[config.mk]
export PLATFORM = sky130hd
export DESIGN_NAME = c_literal_escaper_unit
export DESIGN_NICKNAME = d
export VERILOG_FILES = /design/src/design/cle_pkg.sv /design/src/design/c_literal_escaper_unit.sv /design/src/design/cle_front.sv /design/src/design/cle_queue.sv /design/src/design/cle_back.sv
export VERILOG_INCLUDE_DIRS = /design/src /design/src/design
export SDC_FILE = /design/constraint.sdc
export NUM_CORES = 1
export LEC_CHECK = 0
export BUFFER_PORTS_ARGS = -buffer_cell sky130_fd_sc_hd__buf_4
export CAP_MARGIN = 40
export CORE_MARGIN = 4
export CORE_UTILIZATION = 41
export DETAILED_ROUTE_END_ITERATION = 10
export PLACE_DENSITY = 0.63
export SYNTH_ARGS = -nofsm -noshare
export SYNTH_HDL_FRONTEND = slang
export SYNTH_SLANG_ARGS = --single-unit
[constraint.sdc]
create_clock -name clk -period 3.5 [get_ports clk]
set_clock_uncertainty 0.1 [all_clocks]
set_input_delay 0.175 -clock clk [delete_from_list [all_inputs] [get_ports clk]]
set_output_delay 0.175 -clock clk [all_outputs]
set_load 0.02 [all_outputs]
[src/design/c_literal_escaper_unit_assert.svh]
// Assertion macros used by the C literal escaper top level.
`ifndef C_LITERAL_ESCAPER_UNIT_ASSERT_SVH
`define C_LITERAL_ESCAPER_UNIT_ASSERT_SVH

// Checks that the consequent holds in the same cycle as the antecedent.
`define CLE_ASSERT_SAME(label, ante, cons, msg) \
	label: assert property (@(posedge clk) disable iff (!arst_n) (ante) |-> (cons)) \
		else $error(msg);

// Checks that the consequent holds in the cycle after the antecedent.
`define CLE_ASSERT_NEXT(label, ante, cons, msg) \
	label: assert property (@(posedge clk) disable iff (!arst_n) (ante) |=> (cons)) \
		else $error(msg);

`endif

[src/design/cle_pkg.sv]
// Types, constants and helper functions shared by the C literal escaper.
package cle_pkg;

	localparam logic [7:0] LINE_WIDTH_RESET = 8'd80;

	localparam int QUEUE_DEPTH = 4;
	localparam int QPTR_W      = $clog2(QUEUE_DEPTH);
	localparam int QCNT_W      = QPTR_W + 1;

	// Kind of escape produced for one raw byte.
	localparam logic [1:0] KIND_PLAIN = 2'd0;
	localparam logic [1:0] KIND_ESC   = 2'd1;
	localparam logic [1:0] KIND_HEX   = 2'd2;

	localparam logic [7:0] CH_NEWLINE   = 8'h0A;
	localparam logic [7:0] CH_TAB       = 8'h09;
	localparam logic [7:0] CH_CR        = 8'h0D;
	localparam logic [7:0] CH_QUOTE     = 8'h22;
	localparam logic [7:0] CH_BACKSLASH = 8'h5C;
	localparam logic [7:0] CH_LOWER_T   = 8'h74;
	localparam logic [7:0] CH_LOWER_N   = 8'h6E;
	localparam logic [7:0] CH_LOWER_R   = 8'h72;
	localparam logic [7:0] CH_LOWER_X   = 8'h78;

	typedef struct packed {
		logic [7:0] in_byte;
		logic       end_of_input;
	} in_item_t;

	typedef struct packed {
		logic [7:0] out_char;
		logic       last_of_run;
		logic       string_done;
	} out_item_t;

	// One classified byte, handed from the front end to the emitter.
	typedef struct packed {
		logic       newline;
		logic [1:0] kind;
		logic [7:0] data;
		logic       eos;
	} run_desc_t;

	function automatic logic [7:0] hex_upper(input logic [3:0] v);
		logic [7:0] wide;
		wide = {4'h0, v};
		return (v < 4'd10) ? (8'h30 + wide) : (8'h37 + wide);
	endfunction

	function automatic logic is_hex_char(input logic [7:0] c);
		return (c >= 8'h30 && c <= 8'h39) || (c >= 8'h41 && c <= 8'h46) ||
			(c >= 8'h61 && c <= 8'h66);
	endfunction

endpackage

[src/design/c_literal_escaper_unit.sv]
// Top level of the C string literal escaper: front end, queue and emitter.
//
//   channel  direction  payload             one transaction carries
//   raw      in         cle_pkg::in_item_t  one raw byte and its end-of-string mark
//   esc      out        cle_pkg::out_item_t one character of the escaped text
//   cfg      in         8-bit line width    a new line width, taken at once
//
// A raw byte expands into one to five output characters (an optional line break, then one
// plain character, a two-character escape or a four-character hex escape), and the emitter
// sends one character per cycle unless the output stalls, so a longer expansion holds the output longer.
// The front end takes a new byte every cycle while the four-entry queue has room, so a stall
// on the output side only stops input once the queue fills. Reset clears the column, the hex
// flag, the queue and the output valid flag, and restores the line width to 80.
module c_literal_escaper_unit (
	input  logic               clk,
	input  logic               arst_n,
	input  logic               raw_valid,
	output logic               raw_ready,
	input  cle_pkg::in_item_t  raw_item,
	output logic               esc_valid,
	input  logic               esc_ready,
	output cle_pkg::out_item_t esc_item,
	input  logic               cfg_valid,
	output logic               cfg_ready,
	input  logic [7:0]         cfg_data
);

	`include "c_literal_escaper_unit_assert.svh"

	// Line width register; the port is always ready, and the user must write it
	// only while the block is idle, which the block itself does not enforce.
	logic [7:0] line_width_q;

	// Queue interface between the front end and the emitter.
	logic                          q_push;
	logic                          q_pop;
	logic                          q_empty;
	logic                          q_full;
	logic [cle_pkg::QCNT_W-1:0]    q_count;
	cle_pkg::run_desc_t            q_in;
	cle_pkg::run_desc_t            q_head;

	assign cfg_ready = 1'b1;

	always_ff @(posedge clk or negedge arst_n) begin
		if (!arst_n) begin
			line_width_q <= cle_pkg::LINE_WIDTH_RESET;
		end else if (cfg_valid) begin
			line_width_q <= cfg_data;
		end
	end

	// The front end updates column and hex state as soon as a byte is taken,
	// since the number of characters a byte yields is known on classification.
	cle_front u_front (
		.clk        (clk),
		.arst_n     (arst_n),
		.line_width (line_width_q),
		.raw_valid  (raw_valid),
		.raw_ready  (raw_ready),
		.raw_item   (raw_item),
		.push       (q_push),
		.push_desc  (q_in),
		.queue_full (q_full)
	);

	cle_queue u_queue (
		.clk       (clk),
		.arst_n    (arst_n),
		.push      (q_push),
		.push_desc (q_in),
		.pop       (q_pop),
		.head      (q_head),
		.empty     (q_empty),
		.full      (q_full),
		.count     (q_count)
	);

	// The emitter walks the queue head one character per cycle while the output is not
	// stalled, and pops it with the last character of its run.
	cle_back u_back (
		.clk       (clk),
		.arst_n    (arst_n),
		.head      (q_head),
		.empty     (q_empty),
		.pop       (q_pop),
		.esc_valid (esc_valid),
		.esc_ready (esc_ready),
		.esc_item  (esc_item)
	);

	// The end of a string can only be flagged on the closing character of a run.
	`CLE_ASSERT_SAME(a_done_is_last, esc_valid && esc_item.string_done,
		esc_item.last_of_run, "string_done without last_of_run")

	// The emitter never pops an empty queue.
	`CLE_ASSERT_SAME(a_pop_not_empty, q_pop, q_count != '0, "pop from an empty queue")

	// A push without a pop leaves the queue holding at least one entry.
	`CLE_ASSERT_NEXT(a_push_fills, q_push && !q_pop, q_count != '0,
		"queue empty after a push")

	// Whenever the queue holds work, the emitter presents a character next cycle.
	`CLE_ASSERT_NEXT(a_work_shows, !q_empty, esc_valid, "queued work not emitted")

endmodule

[src/design/cle_front.sv]
// Front end: accepts raw bytes, tracks column and hex state, classifies each byte.
module cle_front (
	input  logic                clk,
	input  logic                arst_n,
	input  logic [7:0]          line_width,
	input  logic                raw_valid,
	output logic                raw_ready,
	input  cle_pkg::in_item_t   raw_item,
	output logic                push,
	output cle_pkg::run_desc_t  push_desc,
	input  logic                queue_full
);

	logic [8:0] col_q;
	logic       hex_q;

	logic       newline;
	logic [8:0] col_base;
	logic       printable;
	logic       plain;
	logic       simple;
	logic [7:0] letter;
	logic [1:0] kind;
	logic [2:0] body_len;
	logic [8:0] col_next;
	logic       hex_next;

	assign raw_ready = !queue_full;
	assign push      = raw_valid && !queue_full;

	always_comb begin
		unique case (raw_item.in_byte)
			cle_pkg::CH_TAB: begin
				simple = 1'b1;
				letter = cle_pkg::CH_LOWER_T;
			end
			cle_pkg::CH_NEWLINE: begin
				simple = 1'b1;
				letter = cle_pkg::CH_LOWER_N;
			end
			cle_pkg::CH_CR: begin
				simple = 1'b1;
				letter = cle_pkg::CH_LOWER_R;
			end
			cle_pkg::CH_QUOTE: begin
				simple = 1'b1;
				letter = cle_pkg::CH_QUOTE;
			end
			default: begin
				simple = 1'b0;
				letter = raw_item.in_byte;
			end
		endcase
	end

	always_comb begin
		newline   = (col_q >= {1'b0, line_width});
		col_base  = newline ? 9'd0 : col_q;
		printable = (raw_item.in_byte >= 8'h20) && (raw_item.in_byte <= 8'h7E) &&
			(raw_item.in_byte != cle_pkg::CH_QUOTE);
		plain     = printable && !(hex_q && cle_pkg::is_hex_char(raw_item.in_byte));

		if (plain) begin
			kind     = cle_pkg::KIND_PLAIN;
			body_len = 3'd1;
			hex_next = 1'b0;
		end else if (simple) begin
			kind     = cle_pkg::KIND_ESC;
			body_len = 3'd2;
			hex_next = hex_q;
		end else begin
			kind     = cle_pkg::KIND_HEX;
			body_len = 3'd4;
			hex_next = 1'b1;
		end
		col_next = col_base + {6'd0, body_len};

		push_desc.newline = newline;
		push_desc.kind    = kind;
		push_desc.data    = (kind == cle_pkg::KIND_ESC) ? letter : raw_item.in_byte;
		push_desc.eos     = raw_item.end_of_input;
	end

	always_ff @(posedge clk or negedge arst_n) begin
		if (!arst_n) begin
			col_q <= 9'd0;
			hex_q <= 1'b0;
		end else if (push) begin
			if (raw_item.end_of_input) begin
				col_q <= 9'd0;
				hex_q <= 1'b0;
			end else begin
				col_q <= col_next;
				hex_q <= hex_next;
			end
		end
	end

endmodule

[src/design/cle_queue.sv]
// Short FIFO of classified bytes between the front end and the emitter.
module cle_queue (
	input  logic                               clk,
	input  logic                               arst_n,
	input  logic                               push,
	input  cle_pkg::run_desc_t                 push_desc,
	input  logic                               pop,
	output cle_pkg::run_desc_t                 head,
	output logic                               empty,
	output logic                               full,
	output logic [cle_pkg::QCNT_W-1:0]         count
);

	cle_pkg::run_desc_t                mem_q [cle_pkg::QUEUE_DEPTH];
	logic [cle_pkg::QPTR_W-1:0]        wr_ptr_q;
	logic [cle_pkg::QPTR_W-1:0]        rd_ptr_q;
	logic [cle_pkg::QCNT_W-1:0]        count_q;

	assign empty = (count_q == '0);
	assign full  = (count_q == cle_pkg::QCNT_W'(cle_pkg::QUEUE_DEPTH));
	assign count = count_q;
	assign head  = mem_q[rd_ptr_q];

	always_ff @(posedge clk) begin
		if (push) begin
			mem_q[wr_ptr_q] <= push_desc;
		end
	end

	always_ff @(posedge clk or negedge arst_n) begin
		if (!arst_n) begin
			wr_ptr_q <= '0;
			rd_ptr_q <= '0;
			count_q  <= '0;
		end else begin
			if (push) begin
				wr_ptr_q <= wr_ptr_q + 1'b1;
			end
			if (pop) begin
				rd_ptr_q <= rd_ptr_q + 1'b1;
			end
			if (push && !pop) begin
				count_q <= count_q + 1'b1;
			end else if (pop && !push) begin
				count_q <= count_q - 1'b1;
			end
		end
	end

endmodule

[src/design/cle_back.sv]
// Emitter: expands the queue head into output characters, one per cycle unless the output stalls.
module cle_back (
	input  logic                clk,
	input  logic                arst_n,
	input  cle_pkg::run_desc_t  head,
	input  logic                empty,
	output logic                pop,
	output logic                esc_valid,
	input  logic                esc_ready,
	output cle_pkg::out_item_t  esc_item
);

	logic [2:0]         step_q;
	logic               out_valid_q;
	cle_pkg::out_item_t out_q;

	logic       load;
	logic [2:0] body_len;
	logic [2:0] run_len;
	logic [2:0] pos;
	logic       last;
	logic [7:0] chr;

	assign esc_valid = out_valid_q;
	assign esc_item  = out_q;

	always_comb begin
		unique case (head.kind)
			cle_pkg::KIND_PLAIN: body_len = 3'd1;
			cle_pkg::KIND_ESC:   body_len = 3'd2;
			default:             body_len = 3'd4;
		endcase
		run_len = body_len + {2'd0, head.newline};
		pos     = step_q - {2'd0, head.newline};
		last    = (step_q == run_len - 3'd1);
		load    = !empty && (!out_valid_q || esc_ready);
		pop     = load && last;

		if (head.newline && step_q == 3'd0) begin
			chr = cle_pkg::CH_NEWLINE;
		end else if (head.kind == cle_pkg::KIND_PLAIN) begin
			chr = head.data;
		end else begin
			case (pos)
				3'd0:    chr = cle_pkg::CH_BACKSLASH;
				3'd1:    chr = (head.kind == cle_pkg::KIND_ESC) ? head.data
					: cle_pkg::CH_LOWER_X;
				3'd2:    chr = cle_pkg::hex_upper(head.data[7:4]);
				default: chr = cle_pkg::hex_upper(head.data[3:0]);
			endcase
		end
	end

	always_ff @(posedge clk) begin
		if (load) begin
			out_q.out_char    <= chr;
			out_q.last_of_run <= last;
			out_q.string_done <= last && head.eos;
		end
	end

	always_ff @(posedge clk or negedge arst_n) begin
		if (!arst_n) begin
			step_q      <= 3'd0;
			out_valid_q <= 1'b0;
		end else begin
			if (load) begin
				out_valid_q <= 1'b1;
				step_q      <= last ? 3'd0 : step_q + 3'd1;
			end else if (esc_ready) begin
				out_valid_q <= 1'b0;
			end
		end
	end

endmodule
Word level (Yosys, flattened, before mapping)
Memories as Yosys holds them, arrays and structs flattened.
Cells that the tools add are included.
Widths: inputs -> output; s select.
{"block": "word_totals", "reg_bits": 39, "latch_bits": 0, "mem_bits_rw": 48, "romBits": 0, "input_bits": 22, "output_inout_bits": 13, "elab_cells": 104, "n_memories": 1}
{"name": "u_queue.mem_q", "words": 4, "width": 12, "read_ports": 1, "rd_ports_with_merged_regs": 0, "write_ports": 1, "line": "cle_queue.sv:14", "source": "cle_pkg::run_desc_t mem_q [cle_pkg::QUEUE_DEPTH];"}
{"block": "op_classes", "addsub": 13, "multipliers": 0, "n_div": 0, "magnitude_cmp": 11, "eq_ne": 12, "shifts": 0, "muxes": 25, "n_bitwise": 0, "n_reduce_logical": 31}
{"op": "$mux 8", "count": 5}
{"op": "$pmux 8 s4", "count": 1}
{"op": "$add 6x4->7 const A", "count": 4}
{"op": "$eq 8x4->1 const B", "count": 3}
{"op": "$le 8x7->1 const B", "count": 3}
{"op": "$pmux 8 s3", "count": 1}
{"op": "$mux 9", "count": 2}
{"op": "$ge 8x6->1 const B", "count": 2}
{"op": "$ge 8x7->1 const B", "count": 2}
{"op": "$mux 3", "count": 5}
{"op": "$logic_and 1x1->1", "count": 14}
{"op": "$add 9x3->9", "count": 1}
{"op": "$ge 9x8->1", "count": 1}
{"op": "$logic_not 3->1", "count": 3}
{"op": "$eq 8x6->1 const B", "count": 1}
{"op": "$le 8x6->1 const B", "count": 1}
{"op": "$lt 4x4->1 const B", "count": 2}
{"op": "$mux 1", "count": 8}
{"op": "$ne 8x6->1 const B", "count": 1}
{"op": "$add 3x1->3 const B", "count": 2}
{"op": "$logic_not 1->1", "count": 6}
{"op": "$pmux 3 s2", "count": 1}
{"op": "$sub 3x1->3 const B", "count": 2}
{"op": "$add 2x1->2 const B", "count": 2}
{"op": "other kinds (14)", "count": 19}

Logic depth before layout (Yosys ltp)
{"block": "depth", "ltp_word": 10, "depth_mapped": 18, "ltp_nobuf": 18}

Cells and area by module
Synthesis repeated with hierarchy kept, for this count alone.
{"block": "unflattened", "hier_cells": 375, "area_unflattened_um2": 4657.0}
{"mod": "cle_queue", "instances": 1, "cells_per_inst": 97, "area_each_um2": 2153.3, "seq_area_each_um2": 1616.6}
{"mod": "cle_back", "instances": 1, "cells_per_inst": 128, "area_each_um2": 1111.1, "seq_area_each_um2": 400.4}
{"mod": "cle_front", "instances": 1, "cells_per_inst": 131, "area_each_um2": 1047.3, "seq_area_each_um2": 250.2}
{"mod": "c_literal_escaper_unit", "instances": 1, "cells_per_inst": 19, "area_each_um2": 345.3, "seq_area_each_um2": 202.7}

Least setup slack after synthesis
OpenSTA, ideal clock, no wires.
{"block": "synth_path", "path_kind": "register to register", "start": "register u_queue.rd_ptr_q[0] in the netlist's numbering", "end": "register u_queue.count_q, in the netlist u_queue.count[1]", "setup_ns": 0.125, "arrival_ns": 3.488, "required_time_ns": 3.275, "slack_ns": -0.213, "path_stages_with_launch": 14, "n_path_buf": 2, "period_less_slack_ns": 3.713, "cell_sequence": "dfrtp_1 buf_6 mux4_1 or2_1 buf_6 ha_1 ha_1 xnor2_1 nor3_1 nand2_1 ha_1 inv_1 fa_1 mux2_2"}
{"block": "synth_between", "elab_chain_len": 10, "word_cells_on_any_way": 13, "cone_classes": "2 x add/sub; 2 x eq/ne; 2 x mux; 6 x reduce/logical; 1 x memory"}
{"element": "start: declaration", "line": "cle_queue.sv:16", "source": "logic [cle_pkg::QPTR_W-1:0] rd_ptr_q;"}
{"element": "start signal: assignment", "line": "cle_queue.sv:40", "source": "rd_ptr_q <= rd_ptr_q + 1'b1;"}
{"element": "$mem_v2 4x12 (*)"}
{"element": "$eq 2x1->1 or $logic_not 2->1 (tied branches)", "line": "cle_back.sv:28", "source": "unique case (head.kind)"}
{"element": "$pmux 3 s2", "line": "cle_back.sv:28"}
{"element": "$add 3x1->3 (*)", "line": "cle_back.sv:33", "source": "run_len = body_len + {2'd0, head.newline};"}
{"element": "$sub 3x1->3 (*)", "line": "cle_back.sv:35", "source": "last = (step_q == run_len - 3'd1);"}
{"element": "$eq 3x3->1 (*)", "line": "cle_back.sv:35"}
{"element": "named net u_back.last", "line": "cle_back.sv:21", "source": "logic last;"}
{"element": "$logic_and 1x1->1 (*)", "line": "cle_back.sv:37", "source": "pop = load && last;"}
{"element": "$logic_not 1->1", "line": "cle_queue.sv:42", "source": "if (push && !pop) begin"}
{"element": "$logic_and 1x1->1", "line": "cle_queue.sv:42"}
{"element": "$mux 3 or $reduce_bool 2->1 (tied branches)"}
{"element": "end signal: assignment", "line": "cle_queue.sv:43", "source": "count_q <= count_q + 1'b1;"}
{"element": "end signal: assignment", "line": "cle_queue.sv:45", "source": "count_q <= count_q - 1'b1;"}
{"element": "end: declaration", "line": "cle_queue.sv:17", "source": "logic [cle_pkg::QCNT_W-1:0] count_q;"}
The timed path passes the listed nets; every way through them passes the cells marked *.
A chain may end at the register's enable or synchronous reset.

Worst setup path after layout
Ends and elaborated chain as after synthesis.

==> impl_metrics.py <==
metrics = {
    "route": {
        "drt_first_iter_violations": 133,
        "remaining_antenna_violation_count": 0,
        "routed-via-count": 2985,
        "drt-wirelength-per-cell_um": 14.2,
        "viasPerCell": 5.19,
        "wirelength_mm": 8.16,
        "dr.pass1.iters": 4,
        "detail_route.drc_violations": 0,
    },
    "yosys": {
        "cell_area_after_synthesis_um2": 4480,
        "fraction_of_the_yosys_area_taken_by_sequential_cells_pct": 55.1,
        "synth_ff_type": "edfxtp_1",
        "syn_avg_cell_area_um2": 12.3,
        "synthesis.nets": 412,
        "ys_seq_elements": 87,
        "yosys.cell_types.count": 59,
        "synthArstFlopShare_pct": 33.3,
        "synth_edf_count": 58,
        "postSynthCellCount": 364,
        "yosysWarningCount": 0,
    },
    "clock_network": {
        "clock_sink_count": 87,
        "cts-buffers-inserted": 9,
        "clock_tree.htree_level_count": 3,
        "max-clock-path-buffers": 2,
        "clk-insertion-delay-late_ps": 360,
        "cts.reportedPaths.clkPinSlew_ps": 90,
        "cts_root_buf": "clkbuf_8",
        "clock_tree_from_tritoncts": "done",
    },
    "timing": {
        "layout_min_cycle_time_ps": 3320,
        "finalSetupTns_ps": 0,
        "grt_setup_unrepaired": "true",
        "clock.fmax_mhz": 301,
        "setup-violations-final": 0,
        "max_slew_margin_pct": 45.2,
        "slew_viol_final": 0,
        "worst_slew_pin_slew_ps": 814,
        "worst_hold_slack_ps": 71.9,
        "finalCritPeriodShare_pct": 94.8,
        "timing.final.hold_violations": 0,
    },
    "cells_and_area": {
        "stdcell_area_um2": 5430,
        "final-seq-area_um2": 2470,
        "drive_above_1_share_pct": 22.6,
        "final_core_utilization_pct": 51.7,
        "final_common_cell": "edfxtp_1",
        "mostFrequentLayoutCells": "58 x edfxtp_1, 49 x buf_4, 32 x nand2_1, 26 x dfrtp_1, 23 x o21ai_0",
        "net_total_in_the_final_layout": 482,
        "area_delta_synth_final_pct": 21.1,
        "antenna_cells": 0,
        "multi_input_comb_area_um2": 1920,
        "fillers": 902,
    },
    "grt": {
        "number_of_antenna_violations_at_the_first_check_in_global_routing": 0,
        "first_global_vias": 3000,
        "wire_length_of_the_first_global_routing_pass_mm": 14.2,
        "grt_max_degree": 30,
        "grtUsageTotal_pct": 13.7,
        "globalRouteOverflowTotal": 0,
    },
    "worst_setup_path": {
        "critPathSlowestCell": "mux4_2",
        "worstPathMaxFanout": 4,
        "criticalPathCategory": "flip-flop to flip-flop",
        "worstPathBufferInverterCount": 1,
        "max_stage_delay_ps": 560,
        "cp_common_cell": "ha_4",
        "crit_chain": "mux4_2 -> or2_1 -> ha_4 -> ha_4 -> xnor2_2 -> xnor2_1 -> nor3_2 -> nand2_1 -> ha_2 -> inv_2 -> fa_1 -> mux2_2",
        "critPathRequiredTime_ps": 3650,
        "crit_path_start_kind": "flip-flop",
        "top_family_by_delay_on_critical_path": "adder cells",
        "timing.critical_path.arrival_ps": 3470,
        "critPathCaptureType": "flip-flop",
    },
    "floorplan": {
        "core_region_area_um2": 10500,
        "die_area_um2": 12700,
        "std_cell_rows": 37,
        "ios": 35,
        "die_w_um": 113,
        "die_height_um": 113,
        "effective_utilization_at_floorplan_pct": 42.7,
    },
    "pwr": {
        "power_per_cell_area_nw_per_um2": 833,
        "cellLeakagePower_uw": 0.00222,
        "power.ir.vdd_worst_v": 0.000385,
    },
    "place": {
        "port_buffers": 33,
        "gpl.final_weighted_congestion": 0.798,
        "placement.cell_area_um2": 4950,
        "place.detailed.hpwl_mm": 5.69,
    },
    "run": {
        "timing.max_cap.violations": 0,
    },
    "hold_path": {
        "hold_path.class": "input pin to flip-flop",
    },
    "status": {
        "run_status": "finished clean",
    },
}
## report_power, final
group | leakage [uW] | total, uW | internal, uW | switching, uW
combinational | 0.00124 | 2240 | 1050 | 1190
sequential | 0.000898 | 1600 | 1450 | 141
clock | 0.0000891 | 692 | 329 | 362
total | 0.00222 | 4520 | 2830 | 1690
## Yosys cell counts (all sizes together), types with 3 or more instances
library cell  number  area (um^2)
ha                24          300
nand3              7         35.0
a31oi              3         18.8
o21a               4         30.0
inv               22         82.6
nor2              20         75.1
nor2b              5         31.3
and2               3         18.8
edfxtp            58         1740
a21o               8         60.1
or3                5         31.3
buf                5         55.1
or2                4         25.0
dfrtp             27          676
o21ai             25          129
xnor2             12          105
mux4              12          297
nand4              5         31.3
nand2b             5         31.3
nor3               6         30.0
nand2             33          126
nand3b             5         41.3
and3               6         42.5
a211o              3         26.3
xor2               3         26.3
a21oi             15         75.1
mux2               3         33.8
clkbuf             6         22.5
## layout make-up
cell class / count / area share, %
clock inverters: 7 / 1.36
well taps: 136 / 3.13
clock buffers: 9 / 2.28
repair buffers: 70 / 10.6
flip-flops and latches: 87 / 45.5
multi-input cells: 242 / 35.4
inverters: 24 / 1.66
## sequential cells by signal, summed over array words and instances, names as in the netlist
register and count:
u_queue.count 3, u_queue.mem_q 48, u_back.esc_valid 1, u_front.col_q 9, u_back.esc_item 10, line_width_q 8
u_queue.rd_ptr_q 2, u_front.hex_q 1, u_queue.wr_ptr_q 2, u_back.step_q 3
## cell families (layout without fill, tap and decap cells)
kind of cell / after synthesis / after routing / synth area share, %
AO/OA/AOI/OAI: 76 / 76 / 10.7
XOR/XNOR: 15 / 15 / 2.93
adder cells (fa/ha/maj): 26 / 26 / 7.59
buffers and inverters: 35 / 110 / 3.74
flip-flops: 87 / 87 / 55.1
multiplexers: 16 / 16 / 7.59
other: 1 / 1 / 0.0836
AND/OR/NAND/NOR: 108 / 108 / 12.3
## worst register-to-register path: cells and delay by family, from the launching register on
family | cells | cell delay, ps
XOR/XNOR | 2 | 260
adder cells (fa/ha/maj) | 4 | 940
buffers and inverters | 1 | 60
flip-flops | 1 | 420
multiplexers | 2 | 820
AND/OR/NAND/NOR | 3 | 620
## per-stage QoR
| stage | power (uW) | instances | worst slack, ps |
|---|---|---|---|
| after detailed placement | 3800 | 534 | 64.9 |
| final | 4520 | 575 | 183 |
| after floorplan | 3240 | 364 | -8.46 |
| after global placement | 3740 | 534 | 160 |
| after global routing | 4900 | 575 | -98.8 |
| after CTS | 4520 | 571 | 42.5 |
## timing repair
item,CTS,global route
gates resized for setup,0,11
hold buffers,21,0
endpoints found under the hold margin,47,0
buffers inserted,0,4
endpoints found under the setup margin,0,8
## metal layers
layer / vias up / share of wire (%) / global-route usage [%]
li1: 1483 / - / -
met1: 1445 / 45 / 17.6
met2: 47 / 50 / 23.0
met3: 10 / 3.8 / 3.23
met4: 0 / 1.2 / 4.33
met5: - / 0 / 0
## worst paths after layout
check                                      end  slack (ps)                start  depth (start not counted)
max in group asynchronous      line_width_q[6]        2800               arst_n                          2
setup / recovery              u_queue.count[1]         180  u_queue.rd_ptr_q[0]                         12
setup reg to reg              u_queue.count[1]         180  u_queue.rd_ptr_q[0]                         12
min in group asynchronous     u_front.col_q[1]         180               arst_n                          2
hold / removal             u_queue.mem_q[0][5]          70          raw_item[5]                          2
hold reg to reg               u_queue.count[2]         400     u_queue.count[2]                          1
Note: power is estimated with default switching activity, not from simulation.
